--- config.mk ---
export PLATFORM = sky130hd
export DESIGN_NAME = rotary_position_rotation
export DESIGN_NICKNAME = d
export VERILOG_FILES = /design/src/rtl/core/rpr_pkg.sv /design/src/rtl/core/rpr_cordic.sv /design/src/rtl/core/rotary_position_rotation.sv
export VERILOG_INCLUDE_DIRS = /design/src /design/src/rtl/core
export SDC_FILE = /design/constraint.sdc
export NUM_CORES = 2
export LEC_CHECK = 0
export BUFFER_PORTS_ARGS = -buffer_cell sky130_fd_sc_hd__buf_2
export CAP_MARGIN = 5
export CORE_ASPECT_RATIO = 0.7
export CORE_UTILIZATION = 40
export CTS_CLUSTER_SIZE = 10
export DETAILED_ROUTE_END_ITERATION = 8
export SLEW_MARGIN = 20
export SYNTH_ARGS = -nofsm -noshare
export SYNTH_HDL_FRONTEND = slang
export SYNTH_SLANG_ARGS = --single-unit
--- constraint.sdc ---
create_clock -name clk -period 10.3 [get_ports clk]
set_clock_uncertainty 0.1 [all_clocks]
set_input_delay 0.515 -clock clk [delete_from_list [all_inputs] [get_ports clk]]
set_output_delay 0.515 -clock clk [all_outputs]
set_load 0.05 [all_outputs]
--- src/rtl/core/rotary_position_rotation_defines.svh ---
// ---------------------------------------------------------------------------
// Rotary position rotation assertion macros
// Concurrent assertion helpers shared by the RTL; empty for synthesis.
// ---------------------------------------------------------------------------
`ifndef ROTARY_POSITION_ROTATION_DEFINES_SVH
`define ROTARY_POSITION_ROTATION_DEFINES_SVH

`ifndef SYNTHESIS
// Same-cycle implication, disabled during reset.
`define RPR_ASSERT_IMP(label, clk, rst, ante, cons) \
  label: assert property (@(posedge clk) disable iff (rst) (ante) |-> (cons)) \
    else $error("rotary position rotation assertion failed");
// Next-cycle implication, disabled during reset.
`define RPR_ASSERT_NEXT(label, clk, rst, ante, cons) \
  label: assert property (@(posedge clk) disable iff (rst) (ante) |=> (cons)) \
    else $error("rotary position rotation assertion failed");
`else
`define RPR_ASSERT_IMP(label, clk, rst, ante, cons)
`define RPR_ASSERT_NEXT(label, clk, rst, ante, cons)
`endif

`endif

--- src/rtl/core/rpr_pkg.sv ---
// ---------------------------------------------------------------------------
// Rotary position rotation package
// Shared constants, types and the CORDIC arctangent table.
// ---------------------------------------------------------------------------
package rpr_pkg;

  // Number of CORDIC micro-rotations per pair.
  localparam int ROTATION_STEPS = 16;
  localparam int STEP_W = $clog2(ROTATION_STEPS);

  // CORDIC gain compensation 0.607252935 in Q0.30.
  localparam logic [31:0] GAIN_Q30 = 32'd652032874;

  // Angle constants in Q0.32 turns, held in the 34-bit angle accumulator.
  localparam logic signed [33:0] QUARTER_TURN = 34'sd1073741824;
  localparam logic signed [33:0] HALF_TURN    = 34'sd2147483648;

  // Register indexes of the configuration port.
  localparam logic REG_FIRST_FREQUENCY = 1'b0;
  localparam logic REG_FREQUENCY_RATIO = 1'b1;

  // Reset values of the configuration registers.
  localparam logic [31:0] FIRST_FREQUENCY_RESET = 32'd683565276;
  localparam logic [31:0] FREQUENCY_RATIO_RESET = 32'd429496730;

  // Sequencer states.
  typedef enum logic [7:0] {
    S_IDLE   = 8'b0000_0001,
    S_ANGLE  = 8'b0000_0010,
    S_FOLD   = 8'b0000_0100,
    S_ROTATE = 8'b0000_1000,
    S_GAIN_X = 8'b0001_0000,
    S_GAIN_Y = 8'b0010_0000,
    S_FREQ   = 8'b0100_0000,
    S_DONE   = 8'b1000_0000
  } state_t;

  // Controls from the sequencer to the CORDIC unit.
  typedef struct packed {
    logic              load;
    logic              run;
    logic [STEP_W-1:0] idx;
  } cordic_ctrl_t;

  // round(atan(2^-i) / (2*pi) * 2^32).
  function automatic logic [31:0] atan_turns(input logic [4:0] i);
    logic [31:0] a;
    case (i)
      5'd0:    a = 32'd536870912;
      5'd1:    a = 32'd316933406;
      5'd2:    a = 32'd167458907;
      5'd3:    a = 32'd85004756;
      5'd4:    a = 32'd42667331;
      5'd5:    a = 32'd21354465;
      5'd6:    a = 32'd10679838;
      5'd7:    a = 32'd5340245;
      5'd8:    a = 32'd2670163;
      5'd9:    a = 32'd1335087;
      5'd10:   a = 32'd667544;
      5'd11:   a = 32'd333772;
      5'd12:   a = 32'd166886;
      5'd13:   a = 32'd83443;
      5'd14:   a = 32'd41722;
      5'd15:   a = 32'd20861;
      5'd16:   a = 32'd10430;
      5'd17:   a = 32'd5215;
      5'd18:   a = 32'd2608;
      5'd19:   a = 32'd1304;
      5'd20:   a = 32'd652;
      5'd21:   a = 32'd326;
      5'd22:   a = 32'd163;
      5'd23:   a = 32'd81;
      5'd24:   a = 32'd41;
      5'd25:   a = 32'd20;
      5'd26:   a = 32'd10;
      5'd27:   a = 32'd5;
      5'd28:   a = 32'd3;
      5'd29:   a = 32'd1;
      5'd30:   a = 32'd1;
      default: a = 32'd0;
    endcase
    return a;
  endfunction

endpackage

--- src/rtl/core/rpr_cordic.sv ---
// ---------------------------------------------------------------------------
// Rotary position rotation CORDIC unit
// Folds the angle into +-1/4 turn on load, then does one micro-rotation
// per cycle while run is asserted, with a shared shifter and adder set.
// ---------------------------------------------------------------------------
module rpr_cordic (
  input  logic                      clk,
  input  rpr_pkg::cordic_ctrl_t     ctrl,
  input  logic signed [31:0]        x_in,
  input  logic signed [31:0]        y_in,
  input  logic        [31:0]        angle,
  output logic signed [31:0]        x,
  output logic signed [31:0]        y
);

  logic signed [33:0] z;
  logic signed [33:0] z_wrap;
  logic signed [33:0] z_fold;
  logic               flip;
  logic signed [31:0] dx;
  logic signed [31:0] dy;
  logic signed [33:0] atan_i;

  // The Q0.32 angle read as signed, moved by half a turn when it lies
  // beyond a quarter turn; the vector is negated in that case.
  always_comb begin
    z_wrap = {{2{angle[31]}}, angle};
    flip   = (z_wrap > rpr_pkg::QUARTER_TURN) || (z_wrap < -rpr_pkg::QUARTER_TURN);
    if (!flip) begin
      z_fold = z_wrap;
    end else if (z_wrap > 34'sd0) begin
      z_fold = z_wrap - rpr_pkg::HALF_TURN;
    end else begin
      z_fold = z_wrap + rpr_pkg::HALF_TURN;
    end
  end

  // Shift terms of the current micro-rotation, floor rounding.
  assign dx     = y >>> ctrl.idx;
  assign dy     = x >>> ctrl.idx;
  assign atan_i = $signed({2'b00, rpr_pkg::atan_turns(5'(ctrl.idx))});

  // Vector and residual angle registers.
  always_ff @(posedge clk) begin
    if (ctrl.load) begin
      x <= flip ? -x_in : x_in;
      y <= flip ? -y_in : y_in;
      z <= z_fold;
    end else if (ctrl.run) begin
      if (z >= 34'sd0) begin
        x <= x - dx;
        y <= y + dy;
        z <= z - atan_i;
      end else begin
        x <= x + dx;
        y <= y - dy;
        z <= z + atan_i;
      end
    end
  end

endmodule

--- src/rtl/core/rotary_position_rotation.sv ---
// ---------------------------------------------------------------------------
// Rotary position rotation: one pair at a time, the next taken only after the last is done.
// The sequence is angle multiply, fold, 16 CORDIC steps, two gain multiplies
// and the frequency multiply, all on one multiplier and one CORDIC adder set.
// Synchronous reset restores both registers and the running pair frequency.
// ---------------------------------------------------------------------------
`include "rotary_position_rotation_defines.svh"

module rotary_position_rotation (
  input  logic        clk,
  input  logic        rst,
  // Input pairs.
  input  logic        s_tvalid,
  output logic        s_tready,
  input  logic [47:0] s_tdata,   // x_even [15:0], x_odd [31:16], position [47:32]
  input  logic        s_tlast,   // last_pair
  // Rotated pairs.
  output logic        m_tvalid,
  input  logic        m_tready,
  output logic [31:0] m_tdata,   // y_even [15:0], y_odd [31:16]
  output logic        m_tlast,   // end_of_vector
  output logic        m_tuser,   // clipped
  // Configuration port.
  input  logic        psel,
  input  logic        penable,
  input  logic        pwrite,
  input  logic [2:0]  paddr,
  input  logic [31:0] pwdata,
  output logic [31:0] prdata,
  output logic        pready
);

  rpr_pkg::state_t              state;
  logic [rpr_pkg::STEP_W-1:0]   step;
  logic [31:0]                  first_frequency;
  logic [31:0]                  frequency_ratio;
  logic [31:0]                  pair_frequency;
  logic signed [15:0]           x_even;
  logic signed [15:0]           x_odd;
  logic [15:0]                  position;
  logic                         last_pair;
  logic signed [65:0]           prod;
  logic signed [32:0]           mul_a;
  logic signed [32:0]           mul_b;
  logic signed [65:0]           mul_p;
  logic signed [15:0]           y_even;
  logic                         clip_even;
  logic signed [15:0]           y_odd;
  logic                         clip_odd;
  logic signed [65:0]           round_sum;
  logic signed [21:0]           round_val;
  logic signed [15:0]           sat_val;
  logic                         sat_clip;
  logic                         cfg_write;
  logic                         out_free;
  rpr_pkg::cordic_ctrl_t        cordic_ctrl;
  logic signed [31:0]           cordic_x;
  logic signed [31:0]           cordic_y;

  // Configuration port: writes complete in the access cycle.
  assign pready    = 1'b1;
  assign cfg_write = psel && penable && pwrite && pready;
  assign prdata    = (paddr[2] == rpr_pkg::REG_FREQUENCY_RATIO) ? frequency_ratio
                                                                : first_frequency;

  assign s_tready = (state == rpr_pkg::S_IDLE);
  assign out_free = !m_tvalid || m_tready;

  // Operand selection for the shared multiplier.
  always_comb begin
    mul_a = '0;
    mul_b = '0;
    case (state)
      rpr_pkg::S_ANGLE: begin
        mul_a = {17'd0, position};
        mul_b = {1'b0, pair_frequency};
      end
      rpr_pkg::S_GAIN_X: begin
        mul_a = {cordic_x[31], cordic_x};
        mul_b = {1'b0, rpr_pkg::GAIN_Q30};
      end
      rpr_pkg::S_GAIN_Y: begin
        mul_a = {cordic_y[31], cordic_y};
        mul_b = {1'b0, rpr_pkg::GAIN_Q30};
      end
      rpr_pkg::S_FREQ: begin
        mul_a = {1'b0, pair_frequency};
        mul_b = {1'b0, frequency_ratio};
      end
      default: begin
        mul_a = '0;
        mul_b = '0;
      end
    endcase
  end

  assign mul_p = mul_a * mul_b;

  // Round half up, drop 44 fraction bits, saturate to Q2.13.
  always_comb begin
    round_sum = prod + (66'sd1 <<< 43);
    round_val = round_sum[65:44];
    sat_clip  = !((round_val[21:15] == 7'h00) || (round_val[21:15] == 7'h7f));
    if (!sat_clip) begin
      sat_val = round_val[15:0];
    end else if (round_val[21]) begin
      sat_val = 16'sh8000;
    end else begin
      sat_val = 16'sh7fff;
    end
  end

  // CORDIC controls.
  always_comb begin
    cordic_ctrl.load = (state == rpr_pkg::S_FOLD);
    cordic_ctrl.run  = (state == rpr_pkg::S_ROTATE);
    cordic_ctrl.idx  = step;
  end

  rpr_cordic u_cordic (
    .clk   (clk),
    .ctrl  (cordic_ctrl),
    .x_in  ({{2{x_even[15]}}, x_even, 14'd0}),
    .y_in  ({{2{x_odd[15]}}, x_odd, 14'd0}),
    .angle (prod[31:0]),
    .x     (cordic_x),
    .y     (cordic_y)
  );

  // Sequencer, configuration registers and pair frequency.
  always_ff @(posedge clk) begin
    if (rst) begin
      state           <= rpr_pkg::S_IDLE;
      step            <= '0;
      m_tvalid        <= 1'b0;
      first_frequency <= rpr_pkg::FIRST_FREQUENCY_RESET;
      frequency_ratio <= rpr_pkg::FREQUENCY_RATIO_RESET;
      pair_frequency  <= rpr_pkg::FIRST_FREQUENCY_RESET;
    end else begin
      if (m_tvalid && m_tready) begin
        m_tvalid <= 1'b0;
      end
      if (cfg_write) begin
        if (paddr[2] == rpr_pkg::REG_FIRST_FREQUENCY) begin
          first_frequency <= pwdata;
          pair_frequency  <= pwdata;
        end else begin
          frequency_ratio <= pwdata;
        end
      end
      case (state)
        rpr_pkg::S_IDLE: begin
          if (s_tvalid) begin
            state <= rpr_pkg::S_ANGLE;
          end
        end
        rpr_pkg::S_ANGLE: begin
          state <= rpr_pkg::S_FOLD;
        end
        rpr_pkg::S_FOLD: begin
          step  <= '0;
          state <= rpr_pkg::S_ROTATE;
        end
        rpr_pkg::S_ROTATE: begin
          step <= step + 1'b1;
          if (step == rpr_pkg::STEP_W'(rpr_pkg::ROTATION_STEPS - 1)) begin
            state <= rpr_pkg::S_GAIN_X;
          end
        end
        rpr_pkg::S_GAIN_X: begin
          state <= rpr_pkg::S_GAIN_Y;
        end
        rpr_pkg::S_GAIN_Y: begin
          state <= rpr_pkg::S_FREQ;
        end
        rpr_pkg::S_FREQ: begin
          state <= rpr_pkg::S_DONE;
        end
        rpr_pkg::S_DONE: begin
          if (out_free) begin
            m_tvalid       <= 1'b1;
            pair_frequency <= last_pair ? first_frequency : prod[63:32];
            state          <= rpr_pkg::S_IDLE;
          end
        end
        default: begin
          state <= rpr_pkg::S_IDLE;
        end
      endcase
    end
  end

  // Request capture, product register, results and output register.
  always_ff @(posedge clk) begin
    if (s_tvalid && s_tready) begin
      x_even    <= s_tdata[15:0];
      x_odd     <= s_tdata[31:16];
      position  <= s_tdata[47:32];
      last_pair <= s_tlast;
    end
    // The frequency product is held while the finished pair waits.
    if (state != rpr_pkg::S_DONE) begin
      prod <= mul_p;
    end
    if (state == rpr_pkg::S_GAIN_Y) begin
      y_even    <= sat_val;
      clip_even <= sat_clip;
    end
    if (state == rpr_pkg::S_FREQ) begin
      y_odd    <= sat_val;
      clip_odd <= sat_clip;
    end
    if ((state == rpr_pkg::S_DONE) && out_free) begin
      m_tdata <= {y_odd, y_even};
      m_tlast <= last_pair;
      m_tuser <= clip_even || clip_odd;
    end
  end

  // The block takes no new request while a pair is in progress.
  `RPR_ASSERT_NEXT(a_busy_after_accept, clk, rst, s_tvalid && s_tready, !s_tready)

  // A clipped result carries a saturation bound in at least one element.
  `RPR_ASSERT_IMP(a_clip_at_bound, clk, rst, m_tvalid && m_tuser, m_tdata[15:0] == 16'h7fff || m_tdata[15:0] == 16'h8000 || m_tdata[31:16] == 16'h7fff || m_tdata[31:16] == 16'h8000)

  // A finished pair waits while the previous result is still held.
  `RPR_ASSERT_NEXT(a_done_waits, clk, rst, state == rpr_pkg::S_DONE && m_tvalid && !m_tready, state == rpr_pkg::S_DONE)

  // The CORDIC step index stays within the step count.
  `RPR_ASSERT_IMP(a_step_range, clk, rst, state == rpr_pkg::S_ROTATE, step <= rpr_pkg::STEP_W'(rpr_pkg::ROTATION_STEPS - 1))

endmodule
==> metrics.cfg <==
[status]
status = complete, no violations

[pwr]
p_int_mw = 6.11
power.total_mw = 11.0
p_switching_mw = 4.88
p_comb_share_pct = 62.1
sequentialPowerShare_pct = 21.8
switching_share_pct = 44.4
powerDensity_nw_per_um2 = 152
p_clk_share_pct = 16.2
p_leak_nw = 32.6
peakVddDrop_mv = 0.446

[critical_path]
timing.critical_path.buf_inv = 4
r2r_start = state[5]
critPathSlowestCell = fa_1
cp.arrival_ns = 10.38
cp-start-kind = flop
path_class = flop to flop
reg2reg_depth = 27
ff2ff_setup_slack_ns = 0.24
crit_fanout = 12
crit_top_cell = fa_1
cp.depth = 27
max_stage_delay_ns = 0.71
critPathRequiredTime_ns = 10.62
crit_path_end_kind = flop
endpoint = prod[61]
cp_top_family = adder cells
crit_start = state[5]
reg2reg_to = prod[61]

[timing]
fin_crit_ns = 10.06
slew_violations = 0
timing.final.ws_setup_ns = 0.243
fin_hold_ws_ns = 0.0298
finalSetupTns_ns = 0
fmax_mhz = 99.4
fin_crit_sh_pct = 97.6
slew_headroom_pct = 13.6
worstMarginPinSlew_ns = 1.28
hold_viol = 0
setup_viol = 0

[finish]
final_area_um2 = 72200
syn_to_final_growth_pct = 11.8
drive_gt1_share_pct = 10.2
stdcell_count = 9425
final_common_cell = fa_1
final_core_util_pct = 45.3
fill_cells = 15400
nets = 8776
final_cell_mix = 1113 x fa_1, 1109 x inv_1, 936 x nor2_1

[global_routing]
grt_pass1_wl_um = 350000
antenna_found_initial = 6
grt_use_total_pct = 28.9
grt_max_degree = 101
first_global_vias = 52600
overflow = 0

[synth]
ys_seq_area_share_pct = 17.4
synth_area_um2 = 64600
synth_top_family_by_area = adder cells
async_flop_share_pct = 0
yosys_warnings = 0
ys.flop_type = edfxtp_1
ys_ff_latch = 420
synth-xor-area-share_pct = 3.66
synth_edf_count = 281
synthAdderAreaFrac_pct = 40.4
synth_compound_area_share_pct = 10.6
synthMuxAreaShare_pct = 4.58
synth-simple-area-share_pct = 14.7
synth_cell_types = 89
synth_area_per_cell_um2 = 9.17
synthCells = 7044

[placement]
placed_cells = 9247
pre_cts_slack_ns = 0.261
hpwl_um = 192000
io_buffers = 156
gp_congestion = 0.977
placed_area_um2 = 69600

[drt]
m1WireLength_um = 107000
drc = 0
wire_per_inst_um = 25.0
wl_met2_um = 89500
drtIter0Drc = 5998
vias = 53000
wl_met3_um = 31900
routed_wl_um = 235000
ant_nets = 0
viasPerCell = 5.62
top_layer = met5
drt-pass1-iter-count = 6

[die]
rows = 122
io_pins = 160
die_w_um = 482
coreArea_um2 = 159000
die_h_um = 338
dieArea_um2 = 163000
initial_core_util_pct = 40.6

[clock_tree]
cts_buffers = 51
clkTransAtPathRegs_ns = 0.06
clk_latency_ns = 0.68
ctsHtreeMaxLevel = 2
root_buffer = clkbuf_16
numClockSinks = 420
clk_path_buf_depth = 3
cts_tree = yes

[worst_hold_path]
min_path_type = input pin to flop

[run]
cap_violations = 0

[how the worst min path moves through the flow]
stage / start / endpoint / depth (start not counted)
global route: pwdata[2] / frequency_ratio[2] / 3
detailed placement: y_even[12] / m_tdata[12] / 0
finish: pwdata[15] / frequency_ratio[15] / 3
CTS: pwdata[15] / frequency_ratio[15] / 3
global placement: y_even[6] / m_tdata[6] / 0
floorplan: y_even[0] / m_tdata[0] / 0
[worst reg2reg max path, stage by stage (launching register included)]
cell and delay (ns):
dfxtp_1 0.69, nor4_2 0.14, and4b_4 0.29, buf_4 0.19
a22oi_1 0.59, nand2_1 0.60, nand2_1 0.25, fa_1 0.49
fa_1 0.58, fa_1 0.53, fa_1 0.53, inv_1 0.06
fa_1 0.56, fa_1 0.44, fa_1 0.71, fa_1 0.51
ha_1 0.43, nand3_1 0.16, nor2_1 0.24, nand4_1 0.16
nor3_1 0.39, nor4_1 0.13, buf_4 0.17, o31ai_1 0.28
buf_4 0.17, a31o_2 0.19, a21boi_0 0.11, xnor2_1 0.14
[cells by family (layout without fill, tap and decap cells)]
kind of cell | count (synthesis) | after routing
and+or+nand+nor | 2193 | 2195
buffers and inverters | 1481 | 1716
adders and majority gates | 1414 | 1414
AOI/OAI and AO/OA | 1036 | 1036
DFF | 420 | 420
xor gates and xnor gates | 270 | 270
muxes | 228 | 228
other | 2 | 38
[metal layers]
| metal | up-vias | track usage (%) |
|---|---|---|
| met2 | 2782 | 37.2 |
| met5 | - | 1.12 |
| met3 | 251 | 10.3 |
| met4 | 4 | 6.41 |
| li1 | 23100 | - |
| met1 | 26800 | 45.0 |
[power groups by stage]
stage | clock network [mW] | registers [mW] | logic, mW
2_1_floorplan | 0 | 2.31 | 4.66
3_3_place_gp | 0 | 2.41 | 6.69
3_5_place_dp | 0 | 2.41 | 6.74
4_1_cts | 1.80 | 2.38 | 6.84
5_1_grt | 1.86 | 2.40 | 7.57
6_report | 1.78 | 2.39 | 6.82
[registers in the layout, summed over array words and instances, names as in the netlist, 30 cells and up]
signal           flops
u_cordic.z          34
frequency_ratio     32
pair_frequency      32
m_tdata             32
u_cordic.atan_i     30
first_frequency     32
u_cordic.y          32
u_cordic.x          32
prod                66
[area by class of cell]
cell class,count,area (µm²),area share (%)
repair buffers,512,4040,5.60
flip-flops and latches,420,11200,15.6
clock buffers,80,1410,1.95
multi-input cells,5175,48500,67.2
well taps,2108,2640,3.65
diodes,6,15.0,0.0208
inverters,1111,4170,5.78
clock inverters,13,189,0.262
[synthesized netlist by cell type (all sizes together) (20+ instances only)]
library cell / number / area share (%)
fa: 1114 / 35
inv: 1111 / 6.5
nor2: 939 / 5.5
nand2: 768 / 4.5
clkbuf: 307 / 1.8
ha: 300 / 5.8
a21oi: 284 / 2.2
edfxtp: 281 / 13
o21ai: 210 / 1.6
xor2: 140 / 1.9
dfxtp: 139 / 4.3
xnor2: 130 / 1.8
mux2i: 118 / 1.8
a21o: 100 / 1.2
nand3: 82 / 0.64
buf: 63 / 0.50
mux2: 62 / 1.1
a22oi: 53 / 0.62
nor3: 51 / 0.40
a211oi: 50 / 0.59
and2: 49 / 0.47
mux4: 48 / 1.7
nand2b: 48 / 0.47
nor2b: 42 / 0.41
and3: 38 / 0.37
a221oi: 37 / 0.50
nand4: 33 / 0.33
o31ai: 32 / 0.39
a221o: 30 / 0.47
a31oi: 28 / 0.27
a22o: 26 / 0.35
nand3b: 25 / 0.33
o211ai: 25 / 0.29
o21bai: 24 / 0.28
or2: 24 / 0.23
o21a: 22 / 0.26
a2111oi: 21 / 0.32
nor4: 20 / 0.19
[what timing repair did]
item,4_1_cts,5_1_grt
hold endpoints to repair,70,0
gates resized for setup,0,30
buffers inserted,0,13
endpoints found under the setup margin,0,12
hold buffers,61,0
(Power assumes the default switching activity.)
